**src/rtl/core/lpelm_pkg.sv**
```systemverilog
`timescale 1ns / 1ps

package lpelm_pkg;

	localparam int WORD_W  = 16;
	localparam int BYTE_W  = 8;
	localparam int CNT_W   = 32;
	localparam int HIDX_W  = 6;
	localparam int THR_W   = 8;
	localparam int STATE_W = 3;

	// Ping slots must be a power of two: the slot is the low bits of the ping number.
	localparam int PING_SLOTS = 64;
	localparam int SLOT_W     = $clog2(PING_SLOTS);

	localparam int HIST_LEN = 40;
	localparam int HIST_W   = (HIST_LEN > 1) ? $clog2(HIST_LEN) : 1;
	localparam int SUM_W    = ((HIST_W > HIDX_W) ? HIST_W : HIDX_W) + 1;

	// A round trip counts only below 2**RT_W frames.
	localparam int RT_W = 6;

	localparam logic [BYTE_W-1:0] NO_WORD       = 8'hFF;
	localparam logic [THR_W-1:0]  THR_RESET     = 8'd30;

	typedef enum logic [STATE_W-1:0] {
		ST_IDLE   = 3'd0,
		ST_SEND   = 3'd1,
		ST_WAIT   = 3'd2,
		ST_GOT    = 3'd3,
		ST_RECV   = 3'd4,
		ST_ECHO   = 3'd5,
		ST_NOLINK = 3'd6
	} state_t;

	function automatic state_t expect_of(input logic master, input state_t s);
		state_t r;
		r = ST_IDLE;
		if (master) begin
			case (s)
				ST_SEND:   r = ST_RECV;
				ST_GOT:    r = ST_ECHO;
				ST_NOLINK: r = ST_NOLINK;
				default:   r = ST_IDLE;
			endcase
		end else begin
			case (s)
				ST_RECV:   r = ST_SEND;
				ST_ECHO:   r = ST_WAIT;
				ST_NOLINK: r = ST_NOLINK;
				default:   r = ST_IDLE;
			endcase
		end
		return r;
	endfunction

endpackage

```
**src/rtl/core/lpelm_ram.sv**
```systemverilog
`timescale 1ns / 1ps

module lpelm_ram #(
	parameter int WIDTH = 8,
	parameter int DEPTH = 64
) (
	input  logic                                      clk,
	input  logic                                      we,
	input  logic [((DEPTH > 1) ? $clog2(DEPTH) : 1)-1:0] waddr,
	input  logic [WIDTH-1:0]                          wdata,
	input  logic                                      re,
	input  logic [((DEPTH > 1) ? $clog2(DEPTH) : 1)-1:0] raddr,
	output logic [WIDTH-1:0]                          rdata
);

	logic [WIDTH-1:0] mem [DEPTH];

	always_ff @(posedge clk) begin
		if (we) begin
			mem[waddr] <= wdata;
		end
		if (re) begin
			rdata <= mem[raddr];
		end
	end

endmodule

```
**src/rtl/core/link_ping_echo_latency_monitor.sv**
```systemverilog
`timescale 1ns / 1ps

// Ping/echo link monitor. One item (a frame tick) can be accepted in every cycle. Its result
// passes through the first register and then the second, which drives the outputs. The first
// register holds the item together with the send-frame read from the ping slot memory. The
// second holds the result together with the history ring read. Input stalls only when both
// registers are full and out_ready is low. Both memories have a valid bit per entry cleared
// by reset, so the block is ready right after reset with no clearing pass. The no-link
// threshold may be written at any time the block is idle.
module link_ping_echo_latency_monitor (
	input  logic                           clk,
	input  logic                           arst_n,
	input  logic                           cfg_we,
	input  logic [lpelm_pkg::THR_W-1:0]    cfg_wdata,
	input  logic                           in_valid,
	output logic                           in_ready,
	input  logic                           master_mode,
	input  logic [lpelm_pkg::WORD_W-1:0]   rx_word,
	input  logic                           link_busy,
	input  logic [lpelm_pkg::HIDX_W-1:0]   history_index,
	output logic                           out_valid,
	input  logic                           out_ready,
	output logic [lpelm_pkg::WORD_W-1:0]   tx_word,
	output logic [lpelm_pkg::STATE_W-1:0]  shown_state,
	output logic [lpelm_pkg::BYTE_W-1:0]   partner_status,
	output logic [lpelm_pkg::STATE_W-1:0]  expected_state,
	output logic [lpelm_pkg::CNT_W-1:0]    latency,
	output logic [lpelm_pkg::CNT_W-1:0]    latency_best,
	output logic [lpelm_pkg::CNT_W-1:0]    latency_worst,
	output logic [lpelm_pkg::CNT_W-1:0]    tx_total,
	output logic [lpelm_pkg::CNT_W-1:0]    rx_total,
	output logic [lpelm_pkg::CNT_W-1:0]    stall_frames,
	output logic [lpelm_pkg::CNT_W-1:0]    frame_total,
	output logic [lpelm_pkg::BYTE_W-1:0]   history_value
);
	import lpelm_pkg::*;

	// Configuration and monitor state.
	logic [THR_W-1:0]   thr_q;
	logic [CNT_W-1:0]   frame_q, stall_q, txc_q, rxc_q, lpf_q;
	logic [BYTE_W-1:0]  ping_q, lps_q, echo_q, partner_q;
	logic [RT_W-1:0]    rt_last_q, rt_best_q, rt_worst_q;
	logic [CNT_W-1:0]   gap_last_q, gap_best_q, gap_worst_q;
	state_t             own_q;
	logic [HIST_W-1:0]  hpos_q;
	logic [PING_SLOTS-1:0] slot_vld_q;
	logic [HIST_LEN-1:0]   hist_vld_q;

	// Input stage.
	logic               s1_v;
	logic               master_mode_s1, link_busy_s1;
	logic [WORD_W-1:0]  rx_word_s1;
	logic [HIDX_W-1:0]  history_index_s1;
	logic               sf_byp_s1;
	logic [WORD_W-1:0]  sf_byp_data_s1;

	// Result stage.
	logic               s2_v;
	logic [WORD_W-1:0]  tx_word_s2;
	state_t             shown_s2, expect_s2;
	logic [BYTE_W-1:0]  peer_s2;
	logic [CNT_W-1:0]   lat_s2, best_s2, worst_s2, txc_s2, rxc_s2, stall_s2, frame_s2;
	logic               hist_oor_s2, hist_byp_s2, hist_vld_s2;
	logic [BYTE_W-1:0]  hist_byp_data_s2;

	logic               acc, adv1;
	logic [SLOT_W-1:0]  sf_raddr, sf_waddr;
	logic               sf_we;
	logic [WORD_W-1:0]  sf_rdata, sf_data, rt_diff;
	logic [BYTE_W-1:0]  hist_rdata;

	// Next-state values.
	logic [BYTE_W-1:0]  hi, lo;
	logic               echo_ok, new_ping;
	logic [CNT_W-1:0]   fc_n, sc_n, txc_n, rxc_n, lpf_n, gap;
	logic [BYTE_W-1:0]  ping_n, lps_n, echo_n, partner_n;
	logic [RT_W-1:0]    rt, rt_last_n, rt_best_n, rt_worst_n;
	logic [CNT_W-1:0]   gap_last_n, gap_best_n, gap_worst_n;
	state_t             st, own_n, expect_w;
	logic [WORD_W-1:0]  tx_w;
	logic [CNT_W-1:0]   lat_w, best_w, worst_w;
	logic               hist_we;
	logic [BYTE_W-1:0]  hist_wdata;
	logic [HIST_W-1:0]  hpos_n, hist_raddr;
	logic [SUM_W-1:0]   hsum;
	logic               hist_oor;

	assign adv1     = s1_v && (!s2_v || out_ready);
	assign in_ready = !s1_v || adv1;
	assign acc      = in_valid && in_ready;

	assign sf_raddr = rx_word[BYTE_W +: SLOT_W];
	assign sf_we    = adv1 && master_mode_s1;
	assign sf_waddr = ping_n[SLOT_W-1:0];

	lpelm_ram #(.WIDTH(WORD_W), .DEPTH(PING_SLOTS)) u_send_ram (
		.clk   (clk),
		.we    (sf_we),
		.waddr (sf_waddr),
		.wdata (fc_n[WORD_W-1:0]),
		.re    (acc),
		.raddr (sf_raddr),
		.rdata (sf_rdata)
	);

	// A send frame written by the item leaving stage one in the same cycle is not yet
	// in the memory read data.
	assign sf_data = sf_byp_s1 ? sf_byp_data_s1 : sf_rdata;

	assign hi      = rx_word_s1[WORD_W-1 -: BYTE_W];
	assign lo      = rx_word_s1[BYTE_W-1:0];
	assign fc_n    = frame_q + CNT_W'(1);
	assign rt_diff = fc_n[WORD_W-1:0] - sf_data;
	assign rt      = rt_diff[RT_W-1:0];
	assign echo_ok = (hi != NO_WORD) && slot_vld_q[hi[SLOT_W-1:0]] && (hi != echo_q)
		&& (rt_diff[WORD_W-1:RT_W] == '0);
	assign new_ping = (hi != NO_WORD) && (hi != lps_q);
	assign gap      = fc_n - lpf_q;

	always_comb begin
		sc_n        = stall_q + CNT_W'(1);
		txc_n       = txc_q;
		rxc_n       = rxc_q;
		lpf_n       = lpf_q;
		ping_n      = ping_q;
		lps_n       = lps_q;
		echo_n      = echo_q;
		partner_n   = lo;
		rt_last_n   = rt_last_q;
		rt_best_n   = rt_best_q;
		rt_worst_n  = rt_worst_q;
		gap_last_n  = gap_last_q;
		gap_best_n  = gap_best_q;
		gap_worst_n = gap_worst_q;
		st          = own_q;
		own_n       = own_q;
		hist_we     = 1'b0;
		hist_wdata  = '0;
		tx_w        = '0;
		if (master_mode_s1) begin
			if (hi == NO_WORD) begin
				partner_n = BYTE_W'(ST_IDLE);
			end
			if (link_busy_s1) begin
				st = ST_WAIT;
			end
			if (echo_ok) begin
				rt_last_n = rt;
				if (rt_best_q == '0 || rt < rt_best_q) begin
					rt_best_n = rt;
				end
				if (rt > rt_worst_q) begin
					rt_worst_n = rt;
				end
				hist_we    = 1'b1;
				hist_wdata = BYTE_W'(rt);
				echo_n     = hi;
				rxc_n      = rxc_q + CNT_W'(1);
				sc_n       = '0;
				st         = ST_GOT;
			end
			if (sc_n > CNT_W'(thr_q)) begin
				st = ST_NOLINK;
			end
			// The ping number wraps and never uses zero.
			ping_n = ping_q + BYTE_W'(1);
			if (ping_n == '0) begin
				ping_n = BYTE_W'(1);
			end
			tx_w  = {ping_n, BYTE_W'(ST_SEND)};
			txc_n = txc_q + CNT_W'(1);
			own_n = ST_SEND;
		end else begin
			if (new_ping) begin
				// The first ping after reset has no earlier arrival to measure from.
				if (lps_q != '0) begin
					gap_last_n = gap;
					if (gap_best_q == '0 || gap < gap_best_q) begin
						gap_best_n = gap;
					end
					if (gap > gap_worst_q) begin
						gap_worst_n = gap;
					end
					hist_we    = 1'b1;
					hist_wdata = gap[BYTE_W-1:0];
				end
				lps_n = hi;
				lpf_n = fc_n;
				rxc_n = rxc_q + CNT_W'(1);
				sc_n  = '0;
				st    = ST_ECHO;
				tx_w  = {hi, BYTE_W'(ST_ECHO)};
				txc_n = txc_q + CNT_W'(1);
			end else begin
				tx_w = {lps_q, BYTE_W'(own_q)};
			end
			if (sc_n > CNT_W'(thr_q)) begin
				st = ST_NOLINK;
			end
			own_n = st;
		end
		expect_w = expect_of(master_mode_s1, st);
		if (master_mode_s1) begin
			lat_w   = CNT_W'(rt_last_n);
			best_w  = CNT_W'(rt_best_n);
			worst_w = CNT_W'(rt_worst_n);
		end else begin
			lat_w   = gap_last_n;
			best_w  = gap_best_n;
			worst_w = gap_worst_n;
		end
	end

	// History read position: oldest entry is at the write position after this update.
	always_comb begin
		hpos_n = hpos_q;
		if (hist_we) begin
			hpos_n = (hpos_q == HIST_W'(HIST_LEN - 1)) ? '0 : hpos_q + HIST_W'(1);
		end
		hsum       = SUM_W'(hpos_n) + SUM_W'(history_index_s1);
		hist_oor   = SUM_W'(history_index_s1) >= SUM_W'(HIST_LEN);
		hist_raddr = (hsum >= SUM_W'(HIST_LEN)) ? HIST_W'(hsum - SUM_W'(HIST_LEN))
			: HIST_W'(hsum);
	end

	lpelm_ram #(.WIDTH(BYTE_W), .DEPTH(HIST_LEN)) u_hist_ram (
		.clk   (clk),
		.we    (adv1 && hist_we),
		.waddr (hpos_q),
		.wdata (hist_wdata),
		.re    (adv1),
		.raddr (hist_raddr),
		.rdata (hist_rdata)
	);

	always_ff @(posedge clk or negedge arst_n) begin
		if (!arst_n) begin
			thr_q       <= THR_RESET;
			s1_v        <= 1'b0;
			s2_v        <= 1'b0;
			frame_q     <= '0;
			stall_q     <= '0;
			txc_q       <= '0;
			rxc_q       <= '0;
			lpf_q       <= '0;
			ping_q      <= '0;
			lps_q       <= '0;
			echo_q      <= '0;
			partner_q   <= BYTE_W'(ST_IDLE);
			rt_last_q   <= '0;
			rt_best_q   <= '0;
			rt_worst_q  <= '0;
			gap_last_q  <= '0;
			gap_best_q  <= '0;
			gap_worst_q <= '0;
			own_q       <= ST_IDLE;
			hpos_q      <= '0;
			slot_vld_q  <= '0;
			hist_vld_q  <= '0;
		end else begin
			if (cfg_we) begin
				thr_q <= cfg_wdata;
			end
			if (in_ready) begin
				s1_v <= in_valid;
			end
			if (adv1) begin
				s2_v <= 1'b1;
			end else if (out_ready) begin
				s2_v <= 1'b0;
			end
			if (adv1) begin
				frame_q     <= fc_n;
				stall_q     <= sc_n;
				txc_q       <= txc_n;
				rxc_q       <= rxc_n;
				lpf_q       <= lpf_n;
				ping_q      <= ping_n;
				lps_q       <= lps_n;
				echo_q      <= echo_n;
				partner_q   <= partner_n;
				rt_last_q   <= rt_last_n;
				rt_best_q   <= rt_best_n;
				rt_worst_q  <= rt_worst_n;
				gap_last_q  <= gap_last_n;
				gap_best_q  <= gap_best_n;
				gap_worst_q <= gap_worst_n;
				own_q       <= own_n;
				hpos_q      <= hpos_n;
				if (master_mode_s1) begin
					slot_vld_q[sf_waddr] <= 1'b1;
				end
				if (hist_we) begin
					hist_vld_q[hpos_q] <= 1'b1;
				end
			end
		end
	end

	always_ff @(posedge clk) begin
		if (acc) begin
			master_mode_s1   <= master_mode;
			rx_word_s1       <= rx_word;
			link_busy_s1     <= link_busy;
			history_index_s1 <= history_index;
			sf_byp_s1        <= sf_we && (sf_waddr == sf_raddr);
			sf_byp_data_s1   <= fc_n[WORD_W-1:0];
		end
		if (adv1) begin
			tx_word_s2       <= tx_w;
			shown_s2         <= st;
			expect_s2        <= expect_w;
			peer_s2          <= partner_n;
			lat_s2           <= lat_w;
			best_s2          <= best_w;
			worst_s2         <= worst_w;
			txc_s2           <= txc_n;
			rxc_s2           <= rxc_n;
			stall_s2         <= sc_n;
			frame_s2         <= fc_n;
			hist_oor_s2      <= hist_oor;
			hist_byp_s2      <= hist_we && (hpos_q == hist_raddr);
			hist_byp_data_s2 <= hist_wdata;
			hist_vld_s2      <= hist_vld_q[hist_raddr];
		end
	end

	assign out_valid      = s2_v;
	assign tx_word        = tx_word_s2;
	assign shown_state    = shown_s2;
	assign partner_status = peer_s2;
	assign expected_state = expect_s2;
	assign latency        = lat_s2;
	assign latency_best   = best_s2;
	assign latency_worst  = worst_s2;
	assign tx_total       = txc_s2;
	assign rx_total       = rxc_s2;
	assign stall_frames   = stall_s2;
	assign frame_total    = frame_s2;
	assign history_value  = hist_oor_s2 ? '0
		: hist_byp_s2 ? hist_byp_data_s2
		: hist_vld_s2 ? hist_rdata : '0;

endmodule

```
**config.mk**
```make
export PLATFORM = sky130hd
export DESIGN_NAME = link_ping_echo_latency_monitor
export DESIGN_NICKNAME = d
export VERILOG_FILES = /design/src/rtl/core/lpelm_pkg.sv /design/src/rtl/core/lpelm_ram.sv /design/src/rtl/core/link_ping_echo_latency_monitor.sv
export SDC_FILE = /design/constraint.sdc
export NUM_CORES = 2
export LEC_CHECK = 0
export BUFFER_PORTS_ARGS = -buffer_cell sky130_fd_sc_hd__buf_2
export CELL_PAD_IN_SITES_DETAIL_PLACEMENT = 0
export CELL_PAD_IN_SITES_GLOBAL_PLACEMENT = 1
export CORE_UTILIZATION = 29
export CTS_CLUSTER_SIZE = 20
export DETAILED_ROUTE_END_ITERATION = 10
export GPL_ROUTABILITY_DRIVEN = 0
export PLACE_DENSITY = 0.46
export SYNTH_ARGS = -nofsm -noshare
export SYNTH_HDL_FRONTEND = slang
export SYNTH_SLANG_ARGS = --single-unit
```
**constraint.sdc**
```tcl
create_clock -name clk -period 14.63 [get_ports clk]
set_input_delay 0.7315 -clock clk [delete_from_list [all_inputs] [get_ports clk]]
set_output_delay 0.7315 -clock clk [all_outputs]
set_load 0.01 [all_outputs]
```
==> key figures <==
Power and ir drop
  • Peak VDD IR: ~0.00022 V
  • Pleak: between 30 and 40 nW
  • Pwr per Cell Area: ~190 nW/µm²
  • Total power: around 0.019 W

Timing
  • Worst Skew: roughly 0.09 ns
  • Final hold vios: 0
  • Slew margin rel.: 0.166
  • Slew Viols, Final: 0
  • Final setup fails: 0
  • RSZ-0062 raised after global routing: false
  • Worst Max-Slew Pin Slew: approximately 1.2 ns
  • Max Clk Rate: 103 MHz
  • Final period util: 0.666
  • Setup TNS: 0 ns
  • Final critical-path required period: 9.74 ns

CTS
  • Hold Buf Count CTS: 23
  • Skew-Pair Late Insertion Delay: around 0.93 ns
  • H-Tree Depth: 4
  • PostCTS Resize Cnt: 0
  • Clock transition at path regs: 0.06 ns
  • Clk root buf: clkbuf_16
  • Number of setup buffers added after CTS: 0
  • CTS buffer count: 238
  • TritonCTS Sinks: 2,090
  • CTS tree: yes
  • CTS Buffer Depth: 4

Logic synthesis
  • Most used DFF post-synth: edfxtp_1
  • Synth Cell Area: just under 90,000 µm²
  • Library cells used by synthesis: 97
  • Cell accounting for the most synthesized area: edfxtp_1
  • Post-synth EDFFs: ~1,700
  • Asr flop ratio synth: 0.201
  • Register area share after synthesis: 0.678
  • Mean Syn Cell Area: ~16 µm²
  • Synth Instances: between 5,000 and 6,000
  • Area share of the largest cell type after synthesis: 0.560
  • Ranking of synthesized cells by area: edfxtp_1, dfrtp_1, mux4_2
  • YS warnings: 0
  • Yosys reg bits: 2,090

GRT
  • Vias in the first global route: roughly 51,000
  • Total congestion overflow: 0
  • Antenna violations before repair: 25
  • Largest net degree at the start of global routing: 88
  • First-pass GRT wire length: between 300 and 400 mm
  • GRT Total Usage: 0.169

Die
  • Initial core utilization: 0.292
  • Die Footprint: around 310,000 µm²
  • Die height: ~560 µm
  • Num rows: 203
  • IO Pins: roughly 300
  • Die extent in x: around 560 µm
  • Core ar.: slightly above 300,000 µm²

Routing
  • ANT nets after route: 0
  • Vias per std cell: just under 5
  • DRT iter0 DRCs: 4,063
  • Wire per inst: 25.6 µm
  • Wirelength, routed: about 270 mm
  • Pre-antenna DRT Iters: 7
  • Vias: ~50,000
  • Drt drc: 0

Setup path
  • Setup crit end kind: flip-flop
  • Crit-path max FO: 46
  • Critical path arrival: 10.38 ns
  • WS Path Type: flip-flop to flip-flop
  • Slowest CP cell: fa_4
  • Required @ worst endpoint: 15.27 ns
  • CP max stage delay: between 1 and 1.5 ns
  • CP most frequent cell: nand2_1
  • Startpoint types: flip-flop

Hold path
  • Worst hold path class: input port to flip-flop

Finish
  • Number of fill cells: about 30,000
  • Area Growth Syn to Fin: 17.1%
  • Layout Nets: about 6,300
  • Area occupied by multi-input gates: around 28,000 µm²
  • Reg area: approximately 61,000 µm²
  • Layout cell share with drive strength beyond 1: 0.243

Status
  • Outcome: completed

Job
  • Max cap viols: 0

Place
  • Hpwl dp: around 170 mm
  • PortBufs: between 200 and 300
## cell usage after synthesis (9+ instances only)
library cell / number
a211oi_1: 23
a21o_1: 37
a21oi_1: 180
a22o_1: 16
a31oi_1: 14
and2_1: 21
and3_1: 48
and4_1: 12
buf_1: 53
buf_2: 24
clkbuf_1: 205
dfrtp_1: 417
edfxtp_1: 1669
ha_1: 138
inv_1: 176
mux2_2: 55
mux2i_1: 95
mux4_2: 443
nand2_1: 442
nand2b_1: 20
nand3_1: 107
nand3b_1: 9
nand4_1: 52
nor2_1: 361
nor2b_1: 52
nor3_1: 101
nor4_1: 38
o211ai_1: 10
o21a_1: 15
o21ai_0: 218
o21bai_1: 10
o22ai_1: 19
o31ai_1: 18
or2_1: 26
or2_2: 81
or3_1: 16
or4_1: 9
xnor2_1: 164
xor2_1: 131
## routing by layer
layer  wire length (µm)  up-vias  global-route usage
met5                 97        -                   0
met4               6140       16              0.0426
met3              12000      328              0.0276
met2             125000     1055               0.271
met1             123000    26200               0.238
li1                   -    22500                   -
## worst max-delay path: cells and delay by family, from the launching register on
kind	cells	cell delay, ns
muxes	1	0.28
adders and majority gates	3	1.90
AOI/OAI and AO/OA	5	1.38
xor gates and xnor gates	4	0.64
buffers and inverters	2	0.58
and+or+nand+nor	14	4.07
DFF	1	0.61
## flip-flops by register name (all words and copies together), names as in the netlist, 16 cells and up
| name | cells |
|---|---|
| hist_vld_q | 40 |
| txc_q | 32 |
| latency_best | 32 |
| rx_word_s1 | 16 |
| frame_total | 32 |
| gap_last_q | 32 |
| u_hist_ram.mem | 320 |
| gap_best_q | 32 |
| latency_worst | 32 |
| u_send_ram.rdata | 16 |
| gap_worst_q | 32 |
| tx_total | 32 |
| stall_frames | 32 |
| rx_total | 32 |
| u_send_ram.mem | 1024 |
| frame_q | 32 |
| latency | 32 |
| sf_byp_data_s1 | 16 |
| rxc_q | 32 |
| lpf_q | 32 |
| stall_q | 32 |
| slot_vld_q | 64 |
## logic make-up after synthesis
logic type	after synthesis	share of synthesized area
buffers and inverters	471	0.0205
xor gates and xnor gates	301	0.0304
adders and majority gates	148	0.0208
and+or+nand+nor	1424	0.0762
other	1	0.0000419
muxes	593	0.129
AOI/OAI and AO/OA	647	0.0445
DFF	2090	0.678
## area by class of cell
type                       instances  area share
antenna                            6    0.000143
clock buffer                     307      0.0607
clock inverter                   134      0.0120
inverter                         178     0.00645
multi-input combinational       3118       0.265
sequential                      2090       0.579
tap                             4100      0.0490
timing repair buffer             467      0.0275
## final timing paths
path                                start  cells past startpoint  slack, ns                  end
setup reg to reg               frame_q[4]                     29       4.89  u_hist_ram.rdata[1]
setup / recovery               frame_q[4]                     29       4.89  u_hist_ram.rdata[1]
max in group asynchronous          arst_n                      4      11.97      gap_worst_q[20]
hold / removal               cfg_wdata[7]                      3       0.08             thr_q[7]
hold reg to reg            hist_vld_q[30]                      1       0.46       hist_vld_q[30]
min in group asynchronous          arst_n                      2       0.47       gap_best_q[24]
## through the flow
stage	utilization	area [µm²]	setup WS, ns	hold slack, ns	std cells
2_1_floorplan	-	89400	4.82	0.423	5679
3_3_place_gp	0.316	96800	4.93	0.443	9930
3_5_place_dp	0.316	96800	4.83	0.445	9930
4_1_cts	0.342	105000	4.87	0.000565	10400
5_1_grt	0.342	105000	4.24	0.0322	10400
6_report	0.342	105000	4.89	0.0800	10400
## cell usage in the layout, fill, tap and decap left out, types with 95 or more instances in the layout
| cell | instances |
|---|---|
| o21ai_0 | 216 |
| mux4_2 | 443 |
| buf_2 | 290 |
| nand2_1 | 439 |
| nor2_1 | 295 |
| clkbuf_16 | 241 |
| buf_4 | 149 |
| a21oi_1 | 179 |
| dfrtp_1 | 417 |
| ha_1 | 136 |
| xnor2_1 | 159 |
| inv_1 | 168 |
| edfxtp_1 | 1669 |
| nand3_1 | 107 |
| xor2_1 | 127 |
| mux2i_1 | 95 |
## report_power, final
group | internal (W) | leakage [nW] | switching (W)
Clock | 0.00342 | 3.73 | 0.00248
Sequential | 0.00751 | 20.2 | 0.000308
Combinational | 0.00197 | 12.8 | 0.00377
Power figures use the tool's default switching activity.
